--- src/sv/dsr_pkg.sv ---
// Shared types, constants and helper functions of the dekatron step/set/read controller.
package dsr_pkg;

  // Number of cathodes on the tube
  localparam int CATHODES = 10;

  // Configuration reset values
  localparam logic [15:0] PULSE_RESET  = 16'd250;
  localparam logic [15:0] SETTLE_RESET = 16'd250;
  localparam logic [7:0]  ATTEMPT_RESET = 8'd100;

  // Reciprocal for the miss-count modulo (exact for 8-bit operands)
  localparam int RECIP = (2**16 + CATHODES - 1) / CATHODES;

  // Configuration register indexes
  localparam logic [1:0] CFG_PULSE    = 2'd0;
  localparam logic [1:0] CFG_SETTLE   = 2'd1;
  localparam logic [1:0] CFG_ATTEMPTS = 2'd2;

  // Commands; COUNTOUT is internal and steps out a digit
  typedef enum logic [2:0] {
    OP_NONE     = 3'd0,
    OP_FWD      = 3'd1,
    OP_BACK     = 3'd2,
    OP_RESET    = 3'd3,
    OP_SET      = 3'd4,
    OP_READ     = 3'd5,
    OP_DREAD    = 3'd6,
    CMD_COUNTOUT = 3'd7
  } cmd_e;

  // Sequencer phases
  typedef enum logic [6:0] {
    PH_IDLE   = 7'b0000001,
    PH_G1     = 7'b0000010,
    PH_G2     = 7'b0000100,
    PH_G3     = 7'b0001000,
    PH_G4     = 7'b0010000,
    PH_SETTLE = 7'b0100000,
    PH_SAMPLE = 7'b1000000
  } phase_e;

  typedef struct packed {
    phase_e      phase;
    cmd_e        cmd;
    logic [15:0] timer;
    logic [7:0]  attempts;
    logic [3:0]  steps;
    logic [3:0]  digit;
    logic        wb;
  } state_t;

  typedef struct packed {
    logic [15:0] pulse;
    logic [15:0] settle;
    logic [7:0]  attempts;
  } cfg_t;

  typedef struct packed {
    logic       guide1;
    logic       guide2;
    logic       busy;
    logic       done;
    logic       failed;
    logic [3:0] value;
  } result_t;

  // Digit seen after a number of missed steps: CATHODES-1 - (m mod CATHODES)
  function automatic logic [3:0] digit_from_misses(logic [7:0] m);
    logic [24:0] prod;
    logic [7:0]  quo;
    logic [7:0]  rem;
    prod = 25'(m) * 25'(RECIP);
    quo  = prod[23:16];
    rem  = m - 8'(16'(quo) * 16'(CATHODES));
    return 4'(CATHODES - 1) - rem[3:0];
  endfunction

endpackage

--- src/sv/dsr_step.sv ---
// Next-state and result logic for one tick of the stepper sequencer.
module dsr_step
  import dsr_pkg::*;
(
  input  state_t     state_i,
  input  cfg_t       cfg_i,
  input  logic [2:0] op_i,
  input  logic [3:0] target_value_i,
  input  logic       cathode_zero_i,
  output state_t     state_o,
  output result_t    result_o
);

  always_comb begin
    state_t      n;
    logic [15:0] pt;
    logic [7:0]  limit;
    logic [7:0]  att_inc;
    logic        do_begin;
    logic        do_finish;
    logic        fin_fail;
    logic        fin_show;
    logic        first;
    logic        second;

    n         = state_i;
    do_begin  = 1'b0;
    do_finish = 1'b0;
    fin_fail  = 1'b0;
    fin_show  = 1'b0;
    pt        = (cfg_i.pulse == 16'd0) ? 16'd1 : cfg_i.pulse;
    limit     = (cfg_i.attempts == 8'd0) ? 8'd1 : cfg_i.attempts;
    att_inc   = state_i.attempts + 8'd1;

    unique case (state_i.phase)
      PH_IDLE: begin
        // take a new command
        if (op_i != OP_NONE && op_i != CMD_COUNTOUT) begin
          n.cmd      = cmd_e'(op_i);
          n.attempts = 8'd0;
          n.wb       = 1'b0;
          n.steps    = (target_value_i > 4'(CATHODES - 1)) ? 4'(CATHODES - 1)
                                                           : target_value_i;
          do_begin   = 1'b1;
        end
      end
      PH_G1, PH_G2, PH_G3, PH_G4: begin
        if (state_i.timer >= pt) begin
          if (state_i.phase == PH_G4) begin
            // step complete
            if (state_i.cmd == OP_FWD || state_i.cmd == OP_BACK) begin
              do_finish = 1'b1;
            end else if (state_i.cmd == CMD_COUNTOUT) begin
              n.steps = state_i.steps - 4'd1;
              if (n.steps == 4'd0) begin
                do_finish = 1'b1;
                fin_show  = state_i.wb;
              end else begin
                do_begin = 1'b1;
              end
            end else begin
              n.timer = 16'd1;
              n.phase = (cfg_i.settle == 16'd0) ? PH_SAMPLE : PH_SETTLE;
            end
          end else begin
            n.phase = phase_e'({state_i.phase[5:0], 1'b0});
            n.timer = 16'd1;
          end
        end else begin
          n.timer = state_i.timer + 16'd1;
        end
      end
      PH_SETTLE: begin
        if (state_i.timer >= cfg_i.settle) begin
          n.phase = PH_SAMPLE;
          n.timer = 16'd1;
        end else begin
          n.timer = state_i.timer + 16'd1;
        end
      end
      PH_SAMPLE: begin
        if (cathode_zero_i) begin
          if (state_i.cmd == OP_RESET) begin
            do_finish = 1'b1;
          end else if (state_i.cmd == OP_SET) begin
            // count out the target digit from zero
            if (state_i.steps == 4'd0) begin
              do_finish = 1'b1;
              fin_show  = state_i.wb;
            end else begin
              n.cmd    = CMD_COUNTOUT;
              do_begin = 1'b1;
            end
          end else if (state_i.cmd == OP_DREAD) begin
            n.digit   = digit_from_misses(state_i.attempts);
            do_finish = 1'b1;
            fin_show  = 1'b1;
          end else if (!state_i.wb) begin
            // read found zero: restore the digit next
            n.digit    = digit_from_misses(state_i.attempts);
            n.wb       = 1'b1;
            n.attempts = 8'd0;
            do_begin   = 1'b1;
          end else begin
            n.steps = state_i.digit;
            if (n.steps == 4'd0) begin
              do_finish = 1'b1;
              fin_show  = state_i.wb;
            end else begin
              n.cmd    = CMD_COUNTOUT;
              do_begin = 1'b1;
            end
          end
        end else begin
          n.attempts = att_inc;
          if (att_inc >= limit) begin
            do_finish = 1'b1;
            fin_fail  = 1'b1;
          end else begin
            do_begin = 1'b1;
          end
        end
      end
      default: begin
        n.phase = PH_IDLE;
        n.timer = 16'd0;
      end
    endcase

    if (do_begin) begin
      n.phase = PH_G1;
      n.timer = 16'd1;
    end

    result_o.done   = do_finish;
    result_o.failed = do_finish & fin_fail;
    result_o.value  = (do_finish && fin_show) ? n.digit : 4'd0;
    if (do_finish) begin
      n.phase = PH_IDLE;
      n.timer = 16'd0;
      n.wb    = 1'b0;
    end

    // guide drive from the updated phase; backward swaps the guides
    first  = (n.phase == PH_G1) || (n.phase == PH_G2);
    second = (n.phase == PH_G2) || (n.phase == PH_G3);
    if (n.cmd == OP_BACK) begin
      result_o.guide1 = second;
      result_o.guide2 = first;
    end else begin
      result_o.guide1 = first;
      result_o.guide2 = second;
    end
    result_o.busy = (n.phase != PH_IDLE);

    state_o = n;
  end

endmodule

--- src/sv/dsr_out_reg.sv ---
// Result register that decouples the output channel from the tick input.
module dsr_out_reg
  import dsr_pkg::*;
(
  input  logic    clk_i,
  input  logic    rst_ni,
  input  logic    load_i,
  input  result_t result_i,
  output logic    space_o,
  output logic    out_valid_o,
  input  logic    out_ready_i,
  output result_t result_o
);

  logic    valid_q;
  result_t data_q;

  // room for a new item when empty or when the held one leaves now
  assign space_o = !valid_q || out_ready_i;

  always_ff @(posedge clk_i or negedge rst_ni) begin
    if (!rst_ni) begin
      valid_q <= 1'b0;
    end else if (load_i) begin
      valid_q <= 1'b1;
    end else if (out_ready_i) begin
      valid_q <= 1'b0;
    end
  end

  always_ff @(posedge clk_i) begin
    if (load_i) begin
      data_q <= result_i;
    end
  end

  assign out_valid_o = valid_q;
  assign result_o    = data_q;

endmodule

--- src/sv/dekatron_step_set_read_controller.sv ---
// Top level of the dekatron step/set/read controller.
//
// Input channel: one item per timer tick, carrying the command (op_i), the
// digit for a set command and the cathode-zero sense sample of that tick.
// Output channel: one result item per accepted tick with the guide drive
// levels, busy, a done pulse, the failed flag and the digit of a read.
// Configuration: cfg_we_i writes pulse ticks (index 0), settle ticks
// (index 1) or the attempt limit (index 2); other indexes are ignored.
// Output: the result of a tick is registered and offered in the cycle after it is accepted.
// Throughput: one tick per cycle while results are taken; the sequencer state
// and the result register both update in the accepting cycle.
// Reset: the sequencer goes idle, the registers return to 250 / 250 / 100,
// and the result register empties.
// Stall: while the receiver holds out_ready_i low with a result waiting,
// in_ready_o is low and the sequencer state holds; ticks are not lost.
module dekatron_step_set_read_controller
  import dsr_pkg::*;
(
  input  logic        clk_i,
  input  logic        rst_ni,
  input  logic        in_valid_i,
  output logic        in_ready_o,
  input  logic [2:0]  op_i,
  input  logic [3:0]  target_value_i,
  input  logic        cathode_zero_i,
  output logic        out_valid_o,
  input  logic        out_ready_i,
  output logic        guide1_o,
  output logic        guide2_o,
  output logic        busy_res_o,
  output logic        done_res_o,
  output logic        failed_o,
  output logic [3:0]  read_value_o,
  input  logic        cfg_we_i,
  input  logic [1:0]  cfg_index_i,
  input  logic [15:0] cfg_data_i
);

  cfg_t    cfg_q;
  state_t  state_q;
  state_t  state_d;
  result_t step_res;
  result_t out_res;
  logic    accept;

  // configuration registers
  always_ff @(posedge clk_i or negedge rst_ni) begin
    if (!rst_ni) begin
      cfg_q.pulse    <= PULSE_RESET;
      cfg_q.settle   <= SETTLE_RESET;
      cfg_q.attempts <= ATTEMPT_RESET;
    end else if (cfg_we_i) begin
      unique case (cfg_index_i)
        CFG_PULSE:    cfg_q.pulse    <= cfg_data_i;
        CFG_SETTLE:   cfg_q.settle   <= cfg_data_i;
        CFG_ATTEMPTS: cfg_q.attempts <= cfg_data_i[7:0];
        default: ;
      endcase
    end
  end

  dsr_step u_step (
    .state_i        (state_q),
    .cfg_i          (cfg_q),
    .op_i           (op_i),
    .target_value_i (target_value_i),
    .cathode_zero_i (cathode_zero_i),
    .state_o        (state_d),
    .result_o       (step_res)
  );

  assign accept = in_valid_i && in_ready_o;

  // sequencer state advances once per accepted tick
  always_ff @(posedge clk_i or negedge rst_ni) begin
    if (!rst_ni) begin
      state_q.phase    <= PH_IDLE;
      state_q.cmd      <= OP_NONE;
      state_q.timer    <= 16'd0;
      state_q.attempts <= 8'd0;
      state_q.steps    <= 4'd0;
      state_q.digit    <= 4'd0;
      state_q.wb       <= 1'b0;
    end else if (accept) begin
      state_q <= state_d;
    end
  end

  dsr_out_reg u_out (
    .clk_i       (clk_i),
    .rst_ni      (rst_ni),
    .load_i      (accept),
    .result_i    (step_res),
    .space_o     (in_ready_o),
    .out_valid_o (out_valid_o),
    .out_ready_i (out_ready_i),
    .result_o    (out_res)
  );

  assign guide1_o     = out_res.guide1;
  assign guide2_o     = out_res.guide2;
  assign busy_res_o   = out_res.busy;
  assign done_res_o   = out_res.done;
  assign failed_o     = out_res.failed;
  assign read_value_o = out_res.value;

`ifndef ASSERT_OFF
  // a failure or a read digit is only reported on the finishing tick
  a_fail_done: assert property (@(posedge clk_i) disable iff (!rst_ni)
    (out_valid_o && (failed_o || read_value_o != 4'd0)) |-> done_res_o)
    else $error("failed or read value without done");

  // a finished command leaves the block idle with the guides released
  a_done_idle: assert property (@(posedge clk_i) disable iff (!rst_ni)
    (out_valid_o && done_res_o) |-> (!busy_res_o && !guide1_o && !guide2_o))
    else $error("done while busy or guides driven");

  // the phase timer is cleared whenever the sequencer is idle
  a_idle_timer: assert property (@(posedge clk_i) disable iff (!rst_ni)
    (state_q.phase == PH_IDLE) |-> (state_q.timer == 16'd0))
    else $error("idle with running phase timer");

  // sequencer state only moves on an accepted tick
  a_state_hold: assert property (@(posedge clk_i) disable iff (!rst_ni)
    !accept |=> $stable(state_q))
    else $error("state changed without an accepted item");
`endif

endmodule

--- config.mk ---
export PLATFORM = sky130hd
export DESIGN_NAME = dekatron_step_set_read_controller
export DESIGN_NICKNAME = d
export VERILOG_FILES = /design/src/sv/dsr_pkg.sv /design/src/sv/dsr_step.sv /design/src/sv/dsr_out_reg.sv /design/src/sv/dekatron_step_set_read_controller.sv
export SDC_FILE = /design/constraint.sdc
export NUM_CORES = 1
export LEC_CHECK = 0
export ABC_AREA = 1
export BUFFER_PORTS_ARGS = -buffer_cell sky130_fd_sc_hd__buf_2
export CORE_UTILIZATION = 55
export DETAILED_ROUTE_END_ITERATION = 16
export GPL_ROUTABILITY_DRIVEN = 0
export GPL_TIMING_DRIVEN = 0
export MAX_ROUTING_LAYER = met4
export PLACE_DENSITY = 0.71
export REMOVE_ABC_BUFFERS = 1
export SYNTH_ARGS = -nofsm -noshare
export SYNTH_HDL_FRONTEND = slang
export SYNTH_SLANG_ARGS = --single-unit
--- constraint.sdc ---
create_clock -name clk_i -period 7.8 [get_ports clk_i]
set_input_delay 1.56 -clock clk_i [delete_from_list [all_inputs] [get_ports clk_i]]
set_output_delay 1.56 -clock clk_i [all_outputs]
set_load 0.05 [all_outputs]
**Word level (Yosys, flattened, before mapping)**

Index checks and enable logic that the tools add are counted.

- Bits in registers: 93
- Logic and storage cells: 195
- Output and inout port bits: 11

- $lt $le $gt $ge: 4
- $add $sub $neg: 5
- Equality and inequality tests: 43
- Bitwise gates (word level): 1
- Mux-type cells: 94
- Reduce and logical (&&, ||, !) cells: 29
- Multiply operators: 2

Operators by type and width:

| kind | count |
|---|---|
| 2-to-1 mux 16 bit | 8 |
| 2-to-1 mux 7 bit | 8 |
| one-hot mux 16 bit (3 select lines) | 1 |
| 2-to-1 mux 1 bit | 43 |
| 2-to-1 mux 17 bit | 2 |
| greater-or-equal comparator 16 bit | 2 |
| logical NOT 16 bit | 2 |
| 2-to-1 mux 4 bit | 8 |
| 2-to-1 mux 12 bit | 2 |
| 2-to-1 mux 3 bit | 8 |
| 2-to-1 mux 8 bit | 3 |
| one-hot mux 7 bit (3 select lines) | 1 |
| multiplier 8 x 12 -> 20 bit (second input constant) | 1 |
| adder 16 x 1 -> 16 bit (second input constant) | 1 |
| one-hot mux 8 bit (2 select lines) | 1 |
| inequality test 3 bit (second input constant) | 5 |
| == test 7 x 2 -> 1 bit (second input constant) | 2 |
| == test 7 x 3 -> 1 bit (second input constant) | 2 |
| == test 7 x 4 -> 1 bit (second input constant) | 2 |
| AND reduction 7 bit | 2 |
| logical NOT 4 bit | 3 |
| inequality test 2 bit (second input constant) | 6 |
| inequality test 3 x 2 -> 1 bit (second input constant) | 4 |
| inequality test 6 x 5 -> 1 bit (second input constant) | 2 |
| other kinds (39) | 59 |

**Longest topological paths before layout**

- Depth in word-level cells: 13
- Mapped depth: 30
- Gate-level depth less buffers: 30

**Cells and area by module**

Synthesis repeated with hierarchy kept, for this count alone.

- Cell total of the unflattened synthesis: 1180
- Area, all modules: 8265.4 sq um

By module, submodules not included:

| module | times used | seq. area each (sq um) | area each (sq um) | cells an instance |
|---|---|---|---|---|
| dsr_step | 1 | 0.0 | 4657.0 | 806 |
| dekatron_step_set_read_controller | 1 | 2097.0 | 3293.2 | 360 |
| dsr_out_reg | 1 | 295.3 | 315.3 | 14 |

**Least setup slack after synthesis**

Ideal clock, no wire load.

- Kind: register to register
- From: register state_q[14] in the netlist's numbering
- To: register u_out.data_q (netlist bit u_out.result_o[3]) (data pin)
- Arrival time: 4577 ps
- Slack: 2969 ps
- Setup time: 254 ps
- Stages on the path, launching flop included: 28
- Path buffers: 0
- Cells stage by stage: dfrtp_1 -> ha_1 -> inv_1 -> fa_1 -> inv_1 -> fa_1 -> inv_1 -> fa_1 -> inv_1 -> ha_1 -> nand2_1 -> inv_1 -> a21oi_1 -> nand2_1 -> a31oi_1 -> o21ai_0 -> xor2_1 -> ha_1 -> ha_1 -> xor2_1 -> xor2_1 -> nand3_1 -> nand2_1 -> inv_1 -> nand2_1 -> nand3_1 -> nand2_1 -> nor2_1

- Word-level cells in the longest chain between the ends: 10
- Elaborated cells on any way between the ends: 16
- Those cells by class: add/sub (3); mul (2); order compare (1); mux (9); reduce/logical (1)

Ends and longest elaborated chain:

| what | RTL line | text |
|---|---|---|
| start, declared | dekatron_step_set_read_controller.sv:40 | `state_t state_q;` |
| start signal, assigned | dekatron_step_set_read_controller.sv:85 | `state_q <= state_d;` |
| multiplier 8 x 12 -> 20 bit | dsr_pkg.sv:73 | `prod = 25'(m) * 25'(RECIP);` |
| multiplier 5 x 3 -> 3 bit | dsr_pkg.sv:75 | `rem = m - 8'(16'(quo) * 16'(CATHODES));` |
| subtractor 4 bit | dsr_pkg.sv:75 |  |
| subtractor 4 bit | dsr_pkg.sv:76 | `return 4'(CATHODES - 1) - rem[3:0];` |
| 2-to-1 mux 5 bit | dsr_step.sv:98 | `end else if (!state_i.wb) begin` |
| 2-to-1 mux 4 bit | dsr_step.sv:94 | `end else if (state_i.cmd == OP_DREAD) begin` |
| 2-to-1 mux 17 bit | dsr_step.sv:85 | `end else if (state_i.cmd == OP_SET) begin` |
| 2-to-1 mux 17 bit | dsr_step.sv:83 | `if (state_i.cmd == OP_RESET) begin` |
| 2-to-1 mux 9 bit | dsr_step.sv:82 | `if (cathode_zero_i) begin` |
| 2-to-1 mux 4 bit | dsr_step.sv:35 | `unique case (state_i.phase)` |
| end signal, assigned | dsr_out_reg.sv:33 | `data_q <= result_i;` |
| end, declared | dsr_out_reg.sv:16 | `result_t data_q;` |

Parallel ways exist; a longest one is shown, timed or not. The select of a mux whose other input is x is not followed.
A chain may end at the register's enable or synchronous reset.

**Worst setup path in the final report**

Ends and elaborated chain as after synthesis.

==> run metrics <==
Yosys cell types=47; Layout Skew=0.006768 ns; via count=between 6000 and 7000; GRT Util Overall=between 20% and 30%; final wirelength=between 15000 and 20000 um; Async S/R FF share, synth=90.32%; Area Overhead vs Synth=9.063%; CP Max Fanout=6; worst hold path class=reg -> reg; Mapped Area=7303 sq um; ys flop type=dfrtp_1; area of the die=13740 sq um; met2 usage=approximately two fifths; final max-slew violation count=0; total congestion overflow=0; share of cells above drive strength 1=roughly a tenth; crit end category=flop; RSZ-0062 raised after global routing=false; Layout Nets=about 1100; Adder-Cell Fraction of Synth Area=19.46%; CP required=roughly 7.9 ns; CTS tree=yes; post-synthesis simple-gate area fraction=approximately a quarter; Initial Utilization=57.18%; DP Wirelength=roughly 12000 um; Max Root-Sink Buffers=2; Residual DRC=0; drt pass-1 iters=5; clock slew at reported path FFs=0.06 ns; Worst setup SP type=flop; final core occ=about 62%; Worst-Skew Late Latency=0.35 ns; Final min period=5.313 ns; final hold slack=about 0.49 ns; CTS buffer count=9; Worst Tran Pin Value=approximately 1.1 ns; fin worst setup slack=~2.5 ns; Peak Freq=188.2 MHz; PD cells=roughly 190 nW/um^2; GR Util met3=under 10%; Yosys Warn Count=0; Crit path arrival time=around 5.4 ns; Max VDD drop=approximately 170 uV; Tcrit/Tclk final=68.12%; number of synthesized flops with an enable pin=9; Tot Pwr=around 1.5 mW; Setup Buffers After CTS=0; die width=117.2 um; run status=finished, final reports clean; # rows=41; leakage=between 4 and 5 nW; Antenna Cells=0; Core ar.=12770 sq um; post-synthesis mux area share=0.1371%; Post-Syn Instances=a little under 1000; Routed Antenna Nets=0; max cap viols=0; height of the die=117.2 um; first-pass GRT wire length=26250 um; Most Crowded Layer GR=met2; routed len/inst=about 13 um; via density per instance=approximately 5; Mean Syn Cell Area=between 7 and 8 sq um; register area share after synthesis=32.76%; io pins=42; Synth Area in XOR/XNOR=1.679%; number of I/O port buffers=41; FF-to-FF setup slack=about 2.5 ns; Place WS=2.489 ns; vias in the first global route=5772; setup violators final=0; post-CTS sizing=0; Compound-Gate Fraction of Synth Area=11.22%; Max-slew headroom=approximately 28%; GR Util met1=between 30% and 40%; Max H-tree Level=3; largest family of logic cells by synthesized area=simple AND/OR/NAND/NOR gates; pin count of the biggest net entering global routing=44; Final Hold Vio Count=0; hold buffer count at CTS=0; kind of critical path=reg -> reg; Yosys reg bits=93; DR iter-0 viols=about 350; clk sinks=93; Setup TNS=0 ns; initial antenna violation count=0; CTS root buffer=clkbuf_16
## routing by layer
layer	wire length [um]	part of all wire [%]
met1	7601	50
met5	0	0
met3	383	2.5
met4	214	1.4
met2	6979	46
## area by class of cell
| type | instances | area [sq um] |
|---|---|---|
| well taps | 172 | 215.2 |
| clock inverters | 5 | 33.78 |
| inverters | 191 | 718.2 |
| multi-input cells | 670 | 4125 |
| clock buffers | 11 | 252.7 |
| fillers | 1193 | 4808 |
| repair buffers | 42 | 227.7 |
| flip-flops and latches | 93 | 2392 |
## cells in the final DEF, fill, tap and decap left out, types with 8 or more instances in the layout
cell type | Yosys | layout
nand2_1 | 249 | 249
inv_1 | 187 | 187
ha_1 | 88 | 88
o21ai_0 | 82 | 82
dfrtp_1 | 68 | 68
nor2_1 | 56 | 56
nand3_1 | 51 | 51
buf_2 | 0 | 40
a21oi_1 | 32 | 32
fa_1 | 16 | 16
dfstp_2 | 16 | 16
nand4_1 | 15 | 15
nor3_1 | 10 | 10
xor2_1 | 9 | 9
clkbuf_16 | 0 | 9
edfxtp_1 | 9 | 9
o21ai_2 | 8 | 8
## state kept, by name (all words and copies together) (netlist names)
name,flops
state_q,43
cfg_q,40
u_out.out_valid_o,1
u_out.result_o,9
## critical path, cell delays in order, from the launching register on
cell	delay (ns)
dfrtp_1	0.46
ha_1	0.38
inv_1	0.07
fa_1	0.51
inv_1	0.05
fa_1	0.49
inv_1	0.05
fa_1	0.50
inv_1	0.04
ha_1	0.28
nand2_1	0.05
inv_1	0.09
nand4_1	0.10
nand2_1	0.11
a31oi_1	0.09
o21ai_0	0.22
xor2_1	0.20
ha_1	0.26
ha_1	0.21
xor2_1	0.16
xor2_1	0.26
nand3_1	0.11
nand2_1	0.09
inv_1	0.04
nand2_1	0.06
nand3_1	0.08
nand2_1	0.07
nor2_1	0.03
## cell usage after synthesis, drive strengths merged, types with 9 or more instances
cell type,instances,share of area [%]
o21ai,91,6.6
dfrtp,68,23
clkbuf,10,0.51
nor3,12,1.0
ha,88,15
inv,190,9.8
nand3,52,3.7
nor2,60,3.4
xor2,9,1.1
edfxtp,9,3.7
nand4,15,1.3
a21oi,32,2.2
fa,16,4.4
nand2,254,13
dfstp,16,5.8
## power breakdown
part / switching (mW) / internal (mW) / leakage [nW]
logic: 0.292 / 0.153 / 3.17
clock network: 0.192 / 0.234 / 0.146
registers: 0.0680 / 0.571 / 1.15
total: 0.552 / 0.957 / 4.47
## final timing paths
check                                 start           endpoint  depth (start not counted)
worst min register to register    cfg_q[10]          cfg_q[10]                          2
min in group asynchronous            rst_ni        state_q[33]                          1
worst min-delay path              cfg_q[10]          cfg_q[10]                          2
worst max register to register  state_q[14]  u_out.result_o[3]                         27
worst max-delay path            state_q[14]  u_out.result_o[3]                         27
max in group asynchronous            rst_ni          cfg_q[29]                          2
## through the flow
step	area, sq um	instances
6_report	7965	1184
5_1_grt	7965	1184
4_1_cts	7965	1184
3_5_place_dp	7679	1168
3_3_place_gp	7656	1167
2_1_floorplan	7236	954
## logic make-up (layout without fill, tap and decap cells)
| family | Yosys count | in the layout |
|---|---|---|
| simple gates | 406 | 406 |
| buf+inv | 204 | 249 |
| compound gates | 145 | 145 |
| fa+ha+maj | 104 | 104 |
| flops | 93 | 93 |
| xor+xnor | 14 | 14 |
| mux | 1 | 1 |
Power figures use the tool's default switching activity.
